--- config.mk ---
export PLATFORM = sky130hd
export DESIGN_NAME = containment_score_unit_top
export DESIGN_NICKNAME = d
export VERILOG_FILES = /design/src/csu_pkg.sv /design/src/containment_score_unit_top.sv /design/src/csu_front.sv /design/src/csu_queue.sv /design/src/csu_back.sv
export SDC_FILE = /design/constraint.sdc
export NUM_CORES = 2
export LEC_CHECK = 0
export BUFFER_PORTS_ARGS = -buffer_cell sky130_fd_sc_hd__buf_2
export CAP_MARGIN = 10
export CORE_ASPECT_RATIO = 0.7
export CORE_UTILIZATION = 40
export CTS_BUF_LIST = sky130_fd_sc_hd__clkbuf_8 sky130_fd_sc_hd__clkbuf_16
export DETAILED_ROUTE_END_ITERATION = 6
export PLACE_DENSITY_LB_ADDON = 0.25
export SKIP_CTS_REPAIR_TIMING = 1
export SLEW_MARGIN = 40
export SYNTH_ARGS = -nofsm -noshare
export SYNTH_HDL_FRONTEND = slang
export SYNTH_SLANG_ARGS = --single-unit
--- constraint.sdc ---
create_clock -name aclk -period 12.24 [get_ports aclk]
set_clock_uncertainty 0.05 [all_clocks]
set_input_delay 0.612 -clock aclk [delete_from_list [all_inputs] [get_ports aclk]]
set_output_delay 0.612 -clock aclk [all_outputs]
set_load 0.01 [all_outputs]
--- src/csu_pkg.sv ---
// Shared types and constants of the containment score unit.
package csu_pkg;

    localparam int IN_W     = 16;  // Q8.8 element width
    localparam int PROD_W   = 33;  // (data - query) * query
    localparam int PACC_W   = 48;  // product accumulator, Q32.16
    localparam int QSUM_W   = 28;  // query sum, Q20.8
    localparam int SCORE_W  = 32;  // Q16.16 score
    localparam int FRAC_SH  = 8;   // Q32.16 / Q20.8 needs numerator << 8
    localparam int DIV_W    = PACC_W + FRAC_SH;
    localparam int CSU_QUEUE_DEPTH = 2;

    localparam logic signed [PACC_W-1:0] REJECT_VALUE = -48'sd655360;
    localparam logic [SCORE_W-1:0] SCORE_POS_SAT = 32'h7FFF_FFFF;
    localparam logic [SCORE_W-1:0] SCORE_NEG_SAT = 32'h8000_0000;

    typedef struct packed {
        logic signed [IN_W-1:0] query_value;
        logic signed [IN_W-1:0] data_value;
        logic                   last_element;
    } in_item_t;

    typedef struct packed {
        logic signed [SCORE_W-1:0] score;
        logic                      rejected;
        logic                      zero_sum;
    } out_item_t;

    // Totals of one finished vector, handed from front to back.
    typedef struct packed {
        logic signed [PACC_W-1:0] acc;
        logic signed [QSUM_W-1:0] sum;
        logic                     rejected;
    } vec_total_t;

endpackage

--- src/containment_score_unit_top.sv ---
// Containment score unit: streams element pairs, emits one score per vector.
//
// Input channel s_valid/s_ready/s_item carries one element pair per item
// (query_value, data_value, last_element). Output channel m_valid/m_ready/
// m_item carries one result per vector (score, rejected, zero_sum).
// The front end takes one element per cycle while s_ready is high: a
// registered multiply stage followed by a saturating accumulate into the
// product and query sums. On the last element the vector totals enter a
// short queue, and the back end loads them into a restoring divider that
// makes one quotient bit per cycle, then saturates the quotient into the
// output register. A zero-sum vector skips the divider and is loaded
// straight into the output register.
// Sustained rate: one element per cycle while vectors are longer than the
// divider time; shorter vectors are paced by the divider once the queue fills.
// Synchronous active-low reset clears all sums, the queue and the output.
// When the receiver stalls, the held result blocks the divider, the queue
// fills, and s_ready drops only when a last element finds the queue full.
module containment_score_unit_top import csu_pkg::*; #(
    parameter int QUEUE_DEPTH = CSU_QUEUE_DEPTH
) (
    input  logic      aclk,
    input  logic      aresetn,
    input  logic      s_valid,
    output logic      s_ready,
    input  in_item_t  s_item,
    output logic      m_valid,
    input  logic      m_ready,
    output out_item_t m_item
);

    logic       push, queue_full, q_valid, q_pop;
    vec_total_t push_data, q_data;

    csu_front u_front (
        .aclk       (aclk),
        .aresetn    (aresetn),
        .s_valid    (s_valid),
        .s_ready    (s_ready),
        .s_item     (s_item),
        .push       (push),
        .push_data  (push_data),
        .queue_full (queue_full)
    );

    csu_queue #(
        .DEPTH (QUEUE_DEPTH)
    ) u_queue (
        .aclk      (aclk),
        .aresetn   (aresetn),
        .push      (push),
        .push_data (push_data),
        .full      (queue_full),
        .pop_valid (q_valid),
        .pop       (q_pop),
        .pop_data  (q_data)
    );

    csu_back u_back (
        .aclk    (aclk),
        .aresetn (aresetn),
        .q_valid (q_valid),
        .q_pop   (q_pop),
        .q_data  (q_data),
        .m_valid (m_valid),
        .m_ready (m_ready),
        .m_item  (m_item)
    );

endmodule

--- src/csu_front.sv ---
// Front end: element multiply, accumulate, reject tracking per vector.
module csu_front import csu_pkg::*; (
    input  logic       aclk,
    input  logic       aresetn,
    input  logic       s_valid,
    output logic       s_ready,
    input  in_item_t   s_item,
    output logic       push,
    output vec_total_t push_data,
    input  logic       queue_full
);

    logic                     a_vld_reg;
    logic signed [PROD_W-1:0] a_prod_reg;
    logic signed [IN_W-1:0]   a_q_reg;
    logic                     a_rej_reg;
    logic                     a_last_reg;

    logic signed [PACC_W-1:0] acc_reg, acc_next;
    logic signed [QSUM_W-1:0] sum_reg, sum_next;
    logic                     mark_reg, mark_next;

    logic signed [IN_W:0]     diff;
    logic signed [PROD_W-1:0] prod;
    logic signed [PACC_W:0]   acc_wide;
    logic signed [QSUM_W:0]   sum_wide;
    logic                     b_go;

    assign diff = (IN_W+1)'(s_item.data_value) - (IN_W+1)'(s_item.query_value);
    assign prod = PROD_W'(diff) * PROD_W'(s_item.query_value);

    assign b_go    = a_vld_reg && (!a_last_reg || !queue_full);
    assign s_ready = !a_vld_reg || b_go;
    assign push    = b_go && a_last_reg;

    assign acc_wide = (PACC_W+1)'(acc_reg) + (PACC_W+1)'(a_prod_reg);
    assign sum_wide = (QSUM_W+1)'(sum_reg) + (QSUM_W+1)'(a_q_reg);

    always_comb begin
        acc_next  = acc_reg;
        sum_next  = sum_reg;
        mark_next = mark_reg;
        if (!mark_reg) begin
            if (a_rej_reg) begin
                mark_next = 1'b1;
                acc_next  = REJECT_VALUE;
            end else begin
                // saturate on overflow instead of wrapping
                if (acc_wide[PACC_W] != acc_wide[PACC_W-1]) begin
                    acc_next = acc_wide[PACC_W] ? {1'b1, {(PACC_W-1){1'b0}}}
                                                : {1'b0, {(PACC_W-1){1'b1}}};
                end else begin
                    acc_next = acc_wide[PACC_W-1:0];
                end
                if (sum_wide[QSUM_W] != sum_wide[QSUM_W-1]) begin
                    sum_next = sum_wide[QSUM_W] ? {1'b1, {(QSUM_W-1){1'b0}}}
                                                : {1'b0, {(QSUM_W-1){1'b1}}};
                end else begin
                    sum_next = sum_wide[QSUM_W-1:0];
                end
            end
        end
    end

    assign push_data.acc      = acc_next;
    assign push_data.sum      = sum_next;
    assign push_data.rejected = mark_next;

    always_ff @(posedge aclk) begin
        if (!aresetn) begin
            a_vld_reg <= 1'b0;
            acc_reg   <= '0;
            sum_reg   <= '0;
            mark_reg  <= 1'b0;
        end else begin
            if (s_ready) begin
                a_vld_reg <= s_valid;
            end
            if (b_go) begin
                if (a_last_reg) begin
                    acc_reg  <= '0;
                    sum_reg  <= '0;
                    mark_reg <= 1'b0;
                end else begin
                    acc_reg  <= acc_next;
                    sum_reg  <= sum_next;
                    mark_reg <= mark_next;
                end
            end
        end
    end

    always_ff @(posedge aclk) begin
        if (s_valid && s_ready) begin
            a_prod_reg <= prod;
            a_q_reg    <= s_item.query_value;
            a_rej_reg  <= s_item.query_value > s_item.data_value;
            a_last_reg <= s_item.last_element;
        end
    end

endmodule

--- src/csu_queue.sv ---
// Small queue of finished vector totals between front and back.
module csu_queue import csu_pkg::*; #(
    parameter int DEPTH = CSU_QUEUE_DEPTH
) (
    input  logic       aclk,
    input  logic       aresetn,
    input  logic       push,
    input  vec_total_t push_data,
    output logic       full,
    output logic       pop_valid,
    input  logic       pop,
    output vec_total_t pop_data
);

    localparam int PTR_W = (DEPTH > 1) ? $clog2(DEPTH) : 1;
    localparam int CNT_W = $clog2(DEPTH + 1);
    localparam logic [PTR_W-1:0] LAST_PTR = PTR_W'(DEPTH - 1);

    vec_total_t       mem [DEPTH];
    logic [PTR_W-1:0] wr_ptr_reg, rd_ptr_reg;
    logic [CNT_W-1:0] count_reg;
    logic             do_push, do_pop;

    assign full      = count_reg == CNT_W'(DEPTH);
    assign pop_valid = count_reg != '0;
    assign do_push   = push && !full;
    assign do_pop    = pop && pop_valid;
    assign pop_data  = mem[rd_ptr_reg];

    always_ff @(posedge aclk) begin
        if (!aresetn) begin
            wr_ptr_reg <= '0;
            rd_ptr_reg <= '0;
            count_reg  <= '0;
        end else begin
            if (do_push) begin
                wr_ptr_reg <= (wr_ptr_reg == LAST_PTR) ? '0 : wr_ptr_reg + 1'b1;
            end
            if (do_pop) begin
                rd_ptr_reg <= (rd_ptr_reg == LAST_PTR) ? '0 : rd_ptr_reg + 1'b1;
            end
            if (do_push && !do_pop) begin
                count_reg <= count_reg + 1'b1;
            end else if (do_pop && !do_push) begin
                count_reg <= count_reg - 1'b1;
            end
        end
    end

    always_ff @(posedge aclk) begin
        if (do_push) begin
            mem[wr_ptr_reg] <= push_data;
        end
    end

endmodule

--- src/csu_back.sv ---
// Back end: bit-serial divide of accumulator by sum, saturate, output register; zero sums bypass the divide.
module csu_back import csu_pkg::*; (
    input  logic       aclk,
    input  logic       aresetn,
    input  logic       q_valid,
    output logic       q_pop,
    input  vec_total_t q_data,
    output logic       m_valid,
    input  logic       m_ready,
    output out_item_t  m_item
);

    localparam int CNT_W = $clog2(DIV_W);
    localparam logic [CNT_W-1:0] LAST_STEP = CNT_W'(DIV_W - 1);

    logic                busy_reg;
    logic                done_reg;
    logic [CNT_W-1:0]    cnt_reg;
    logic [DIV_W-1:0]    nq_reg;     // numerator shifts out, quotient shifts in
    logic [QSUM_W-1:0]   rem_reg;
    logic [QSUM_W-1:0]   den_reg;
    logic                neg_reg;
    logic                rej_reg;
    logic                m_valid_reg;
    out_item_t           m_item_reg;

    logic                out_free;
    logic                load_out;
    logic                zero_in;
    logic [PACC_W-1:0]   acc_mag;
    logic [QSUM_W-1:0]   sum_mag;
    logic [QSUM_W:0]     rem_sh;
    logic                q_bit;
    logic [SCORE_W-1:0]  score_sat;
    logic [SCORE_W-1:0]  zero_score;

    assign out_free = !m_valid_reg || m_ready;
    assign zero_in  = q_data.sum == '0;
    // zero-sum vectors go straight to the output, so wait for a free slot
    assign q_pop    = q_valid && !busy_reg && (!zero_in || out_free);
    assign load_out = (q_pop && zero_in) || (done_reg && out_free);

    assign acc_mag = q_data.acc[PACC_W-1] ? PACC_W'(-q_data.acc) : PACC_W'(q_data.acc);
    assign sum_mag = q_data.sum[QSUM_W-1] ? QSUM_W'(-q_data.sum) : QSUM_W'(q_data.sum);

    assign rem_sh = {rem_reg, nq_reg[DIV_W-1]};
    assign q_bit  = rem_sh >= {1'b0, den_reg};

    always_comb begin
        if (neg_reg) begin
            if ((|nq_reg[DIV_W-1:SCORE_W]) || (nq_reg[SCORE_W-1] && |nq_reg[SCORE_W-2:0])) begin
                score_sat = SCORE_NEG_SAT;
            end else begin
                score_sat = -nq_reg[SCORE_W-1:0];
            end
        end else begin
            if (|nq_reg[DIV_W-1:SCORE_W-1]) begin
                score_sat = SCORE_POS_SAT;
            end else begin
                score_sat = nq_reg[SCORE_W-1:0];
            end
        end
    end

    always_comb begin
        if (q_data.acc[PACC_W-1]) begin
            zero_score = SCORE_NEG_SAT;
        end else if (q_data.acc != '0) begin
            zero_score = SCORE_POS_SAT;
        end else begin
            zero_score = '0;
        end
    end

    always_ff @(posedge aclk) begin
        if (!aresetn) begin
            busy_reg    <= 1'b0;
            done_reg    <= 1'b0;
            cnt_reg     <= '0;
            m_valid_reg <= 1'b0;
        end else begin
            if (load_out) begin
                m_valid_reg <= 1'b1;
            end else if (m_ready) begin
                m_valid_reg <= 1'b0;
            end
            if (q_pop) begin
                if (!zero_in) begin
                    busy_reg <= 1'b1;
                    cnt_reg  <= '0;
                end
            end else if (busy_reg && !done_reg) begin
                cnt_reg <= cnt_reg + 1'b1;
                if (cnt_reg == LAST_STEP) begin
                    done_reg <= 1'b1;
                end
            end else if (done_reg && out_free) begin
                busy_reg    <= 1'b0;
                done_reg    <= 1'b0;
            end
        end
    end

    always_ff @(posedge aclk) begin
        if (q_pop) begin
            nq_reg  <= {acc_mag, {FRAC_SH{1'b0}}};
            rem_reg <= '0;
            den_reg <= sum_mag;
            neg_reg <= q_data.acc[PACC_W-1] != q_data.sum[QSUM_W-1];
            rej_reg <= q_data.rejected;
            if (zero_in) begin
                m_item_reg.score    <= zero_score;
                m_item_reg.rejected <= q_data.rejected;
                m_item_reg.zero_sum <= 1'b1;
            end
        end else if (busy_reg && !done_reg) begin
            // restoring step: one quotient bit per cycle
            rem_reg <= q_bit ? QSUM_W'(rem_sh - {1'b0, den_reg}) : rem_sh[QSUM_W-1:0];
            nq_reg  <= {nq_reg[DIV_W-2:0], q_bit};
        end else if (done_reg && out_free) begin
            m_item_reg.score    <= score_sat;
            m_item_reg.rejected <= rej_reg;
            m_item_reg.zero_sum <= 1'b0;
        end
    end

    assign m_valid = m_valid_reg;
    assign m_item  = m_item_reg;

endmodule

==> metrics.txt <==
max reg flops around 150; Data arrival, critical path roughly 10 ns; Worst Hold Slack ~0.18 ns; Final Hold Fails 0; Synth Flop Type edfxtp_1; Tmin final 9.595 ns; Max Slew Vio Count 0; unrepaired setup endpoints after global routing no; post-synth cell types slightly above 100; most frequent cells in the layout 427 x inv_1, 421 x nand2_1, 317 x edfxtp_1; first-pass GRT wire length between 150000 and 200000 um; clock slew at reported path FFs roughly 0.060 ns; critical path class in2reg; number of buffers created by CTS 51; Synth async-reset ratio 0%; register area share after synthesis 32.16%; reg2reg setup slack ~7.4 ns; Worst Setup End Kind flip-flop; Synth Area in Adders between 20% and 30%; via count of the first global-routing pass roughly 28000; Initial Utilization between 40 and 50%; Crit path largest cell delay 0.57 ns; largest family of logic cells by synthesized area adder cells; Initial DRT Pass Iterations 6; Rel. slew slack 34.03%; drt wl/cell around 18 um; post-DP HPWL about 74000 um; DIE AREA 95150 um^2; hold path start s_item[0]; synthesized area approximately 38000 um^2; DRC Markers 0; Fill cells 8956; reg2reg end u_back.m_item[33]; Final Non-Filler Cells 5277; # port buffers between 70 and 80; root buffer cell clkbuf_16; initial antenna violation count 4; Post-Route Setup TNS 0 ns; Crit path required time 12.51 ns; Crit-path slowest cell fa_1; area delta synth->final 8.971%; Die X 368.3 um; Synth area leaders edfxtp_1 25%, fa_1 15%, ha_1 7.0%, dfxtp_1 6.8%, inv_1 4.2%; Worst Hold Endpoint u_front.a_last_reg; status finished clean; row count 93; vias after detailed routing between 20000 and 30000; clock sink count 445; core area approximately 93000 um^2; Via density about 5.4; critical-path maximum fanout 19; Post-Syn Nets 4545; pin count of the biggest net entering global routing approximately 80; startpoint types input pin; Seq cells post-synth 445; Post-Synthesis Cells between 4000 and 5000; post-synthesis mux area share slightly below 3%; Simple-Gate Fraction of Synth Area 15.94%; XOR/XNOR share of the synthesized area around 4.8%; fmax between 100 and 150 MHz; EDFF count, synth roughly 320; maxcap violations 0; clock latency on the worst-skew pair roughly 0.64 ns; Mean Syn Cell Area 9.349 um^2; ANT nets after route 0; ratio of cells with drive above 1 in the final layout 7.275%; H-tree depth 2; most common cell after layout, fill and taps aside inv_1; cell taking the most area after synthesis edfxtp_1; nets approximately 4500; first-iteration detailed-routing DRC count about 2200; most used cell, CP fa_1; gp weighted congestion ~0.91; Slew @ Worst Pin about 0.98 ns; Routed Wire Length 97320 um; post-placement cell count between 5000 and 6000; Yosys top cell area share 25.34%; Final period util around four fifths; yosys warns 0; post-synthesis compound-gate area fraction 15.70%; die height 258.4 um; R2R cell count 11; Hold Path Class in2reg; final setup vio count 0; Clock Tree Buf Depth 3; I/O Pins 73; gr usage total approximately 20%; gr ovfl total 0; Min-Delay Path Depth 1; CTS tree built
## how the worst max path moves through the flow
stage               cells past startpoint        from  slack (ns)                     end
global placement                       34  s_item[17]        2.44  u_front.a_prod_reg[32]
CTS                                    34  s_item[17]        2.84  u_front.a_prod_reg[32]
finish                                 34  s_item[17]        2.65  u_front.a_prod_reg[32]
detailed placement                     34  s_item[17]        2.22  u_front.a_prod_reg[32]
floorplan                              35   s_item[1]        3.52  u_front.a_prod_reg[32]
global route                           34  s_item[17]        2.13  u_front.a_prod_reg[32]
## worst max-delay path, delay by kind of cell
family | cells | cell delay (ns)
buffers and inverters | 5 | 0.45
AOI/OAI and AO/OA | 17 | 4.14
and+or+nand+nor | 2 | 0.29
adders and majority gates | 9 | 4.25
xor gates and xnor gates | 1 | 0.12
## Yosys cell counts, drive strengths merged, types with 10 or more instances
master,instances
edfxtp,317
a21o,62
a21oi,210
nor3,81
nor2,245
or2,12
o21a,27
nand4,22
o211ai,33
a31oi,35
or3,20
and3,25
a21boi,12
o31ai,19
nor4,33
inv,424
a221oi,26
mux2i,92
nor3b,13
nand2,423
buf,48
and2,103
mux2,14
o21ai,314
a211oi,35
dfxtp,128
a311oi,10
a22o,27
fa,280
nand2b,45
ha,210
o21bai,26
clkbuf,137
xnor2,128
xor2,77
nor2b,62
nand3,114
## stage by stage
step | util, % | instance area [um^2] | setup slack [ns]
after detailed placement | 42.32 | 39150 | 2.220
after global placement | 42.20 | 39040 | 2.442
after global routing | 44.24 | 40930 | 2.132
after CTS | 44.23 | 40920 | 2.842
after floorplan | - | 37560 | 3.523
final | 44.25 | 40930 | 2.645
## metal layers
layer	GRT usage [%]	part of all wire (%)
met1	32.17	51
met2	29.10	40
met3	3.338	7.1
met4	4.518	1.9
met5	0	0.0092
## area by class of cell
class | instances | area, um^2 | area share (%)
clock inverter | 41 | 434.2 | 1.061
tap | 1235 | 1545 | 3.775
multi-input combinational | 2963 | 23250 | 56.80
inverter | 425 | 1598 | 3.904
antenna | 1 | 2.502 | 0.006114
clock buffer | 55 | 1331 | 3.252
sequential | 445 | 12090 | 29.53
timing repair buffer | 112 | 686.9 | 1.678
## cell families after synthesis
| kind of cell | after synthesis |
|---|---|
| buffers and inverters | 610 |
| xor gates and xnor gates | 205 |
| AOI/OAI and AO/OA | 929 |
| muxes | 106 |
| adders and majority gates | 494 |
| and+or+nand+nor | 1229 |
| DFF | 445 |
Power is left out: the tool's default activity adds up to more than one toggle a clock period on the data nets, which glitch-free logic cannot reach.
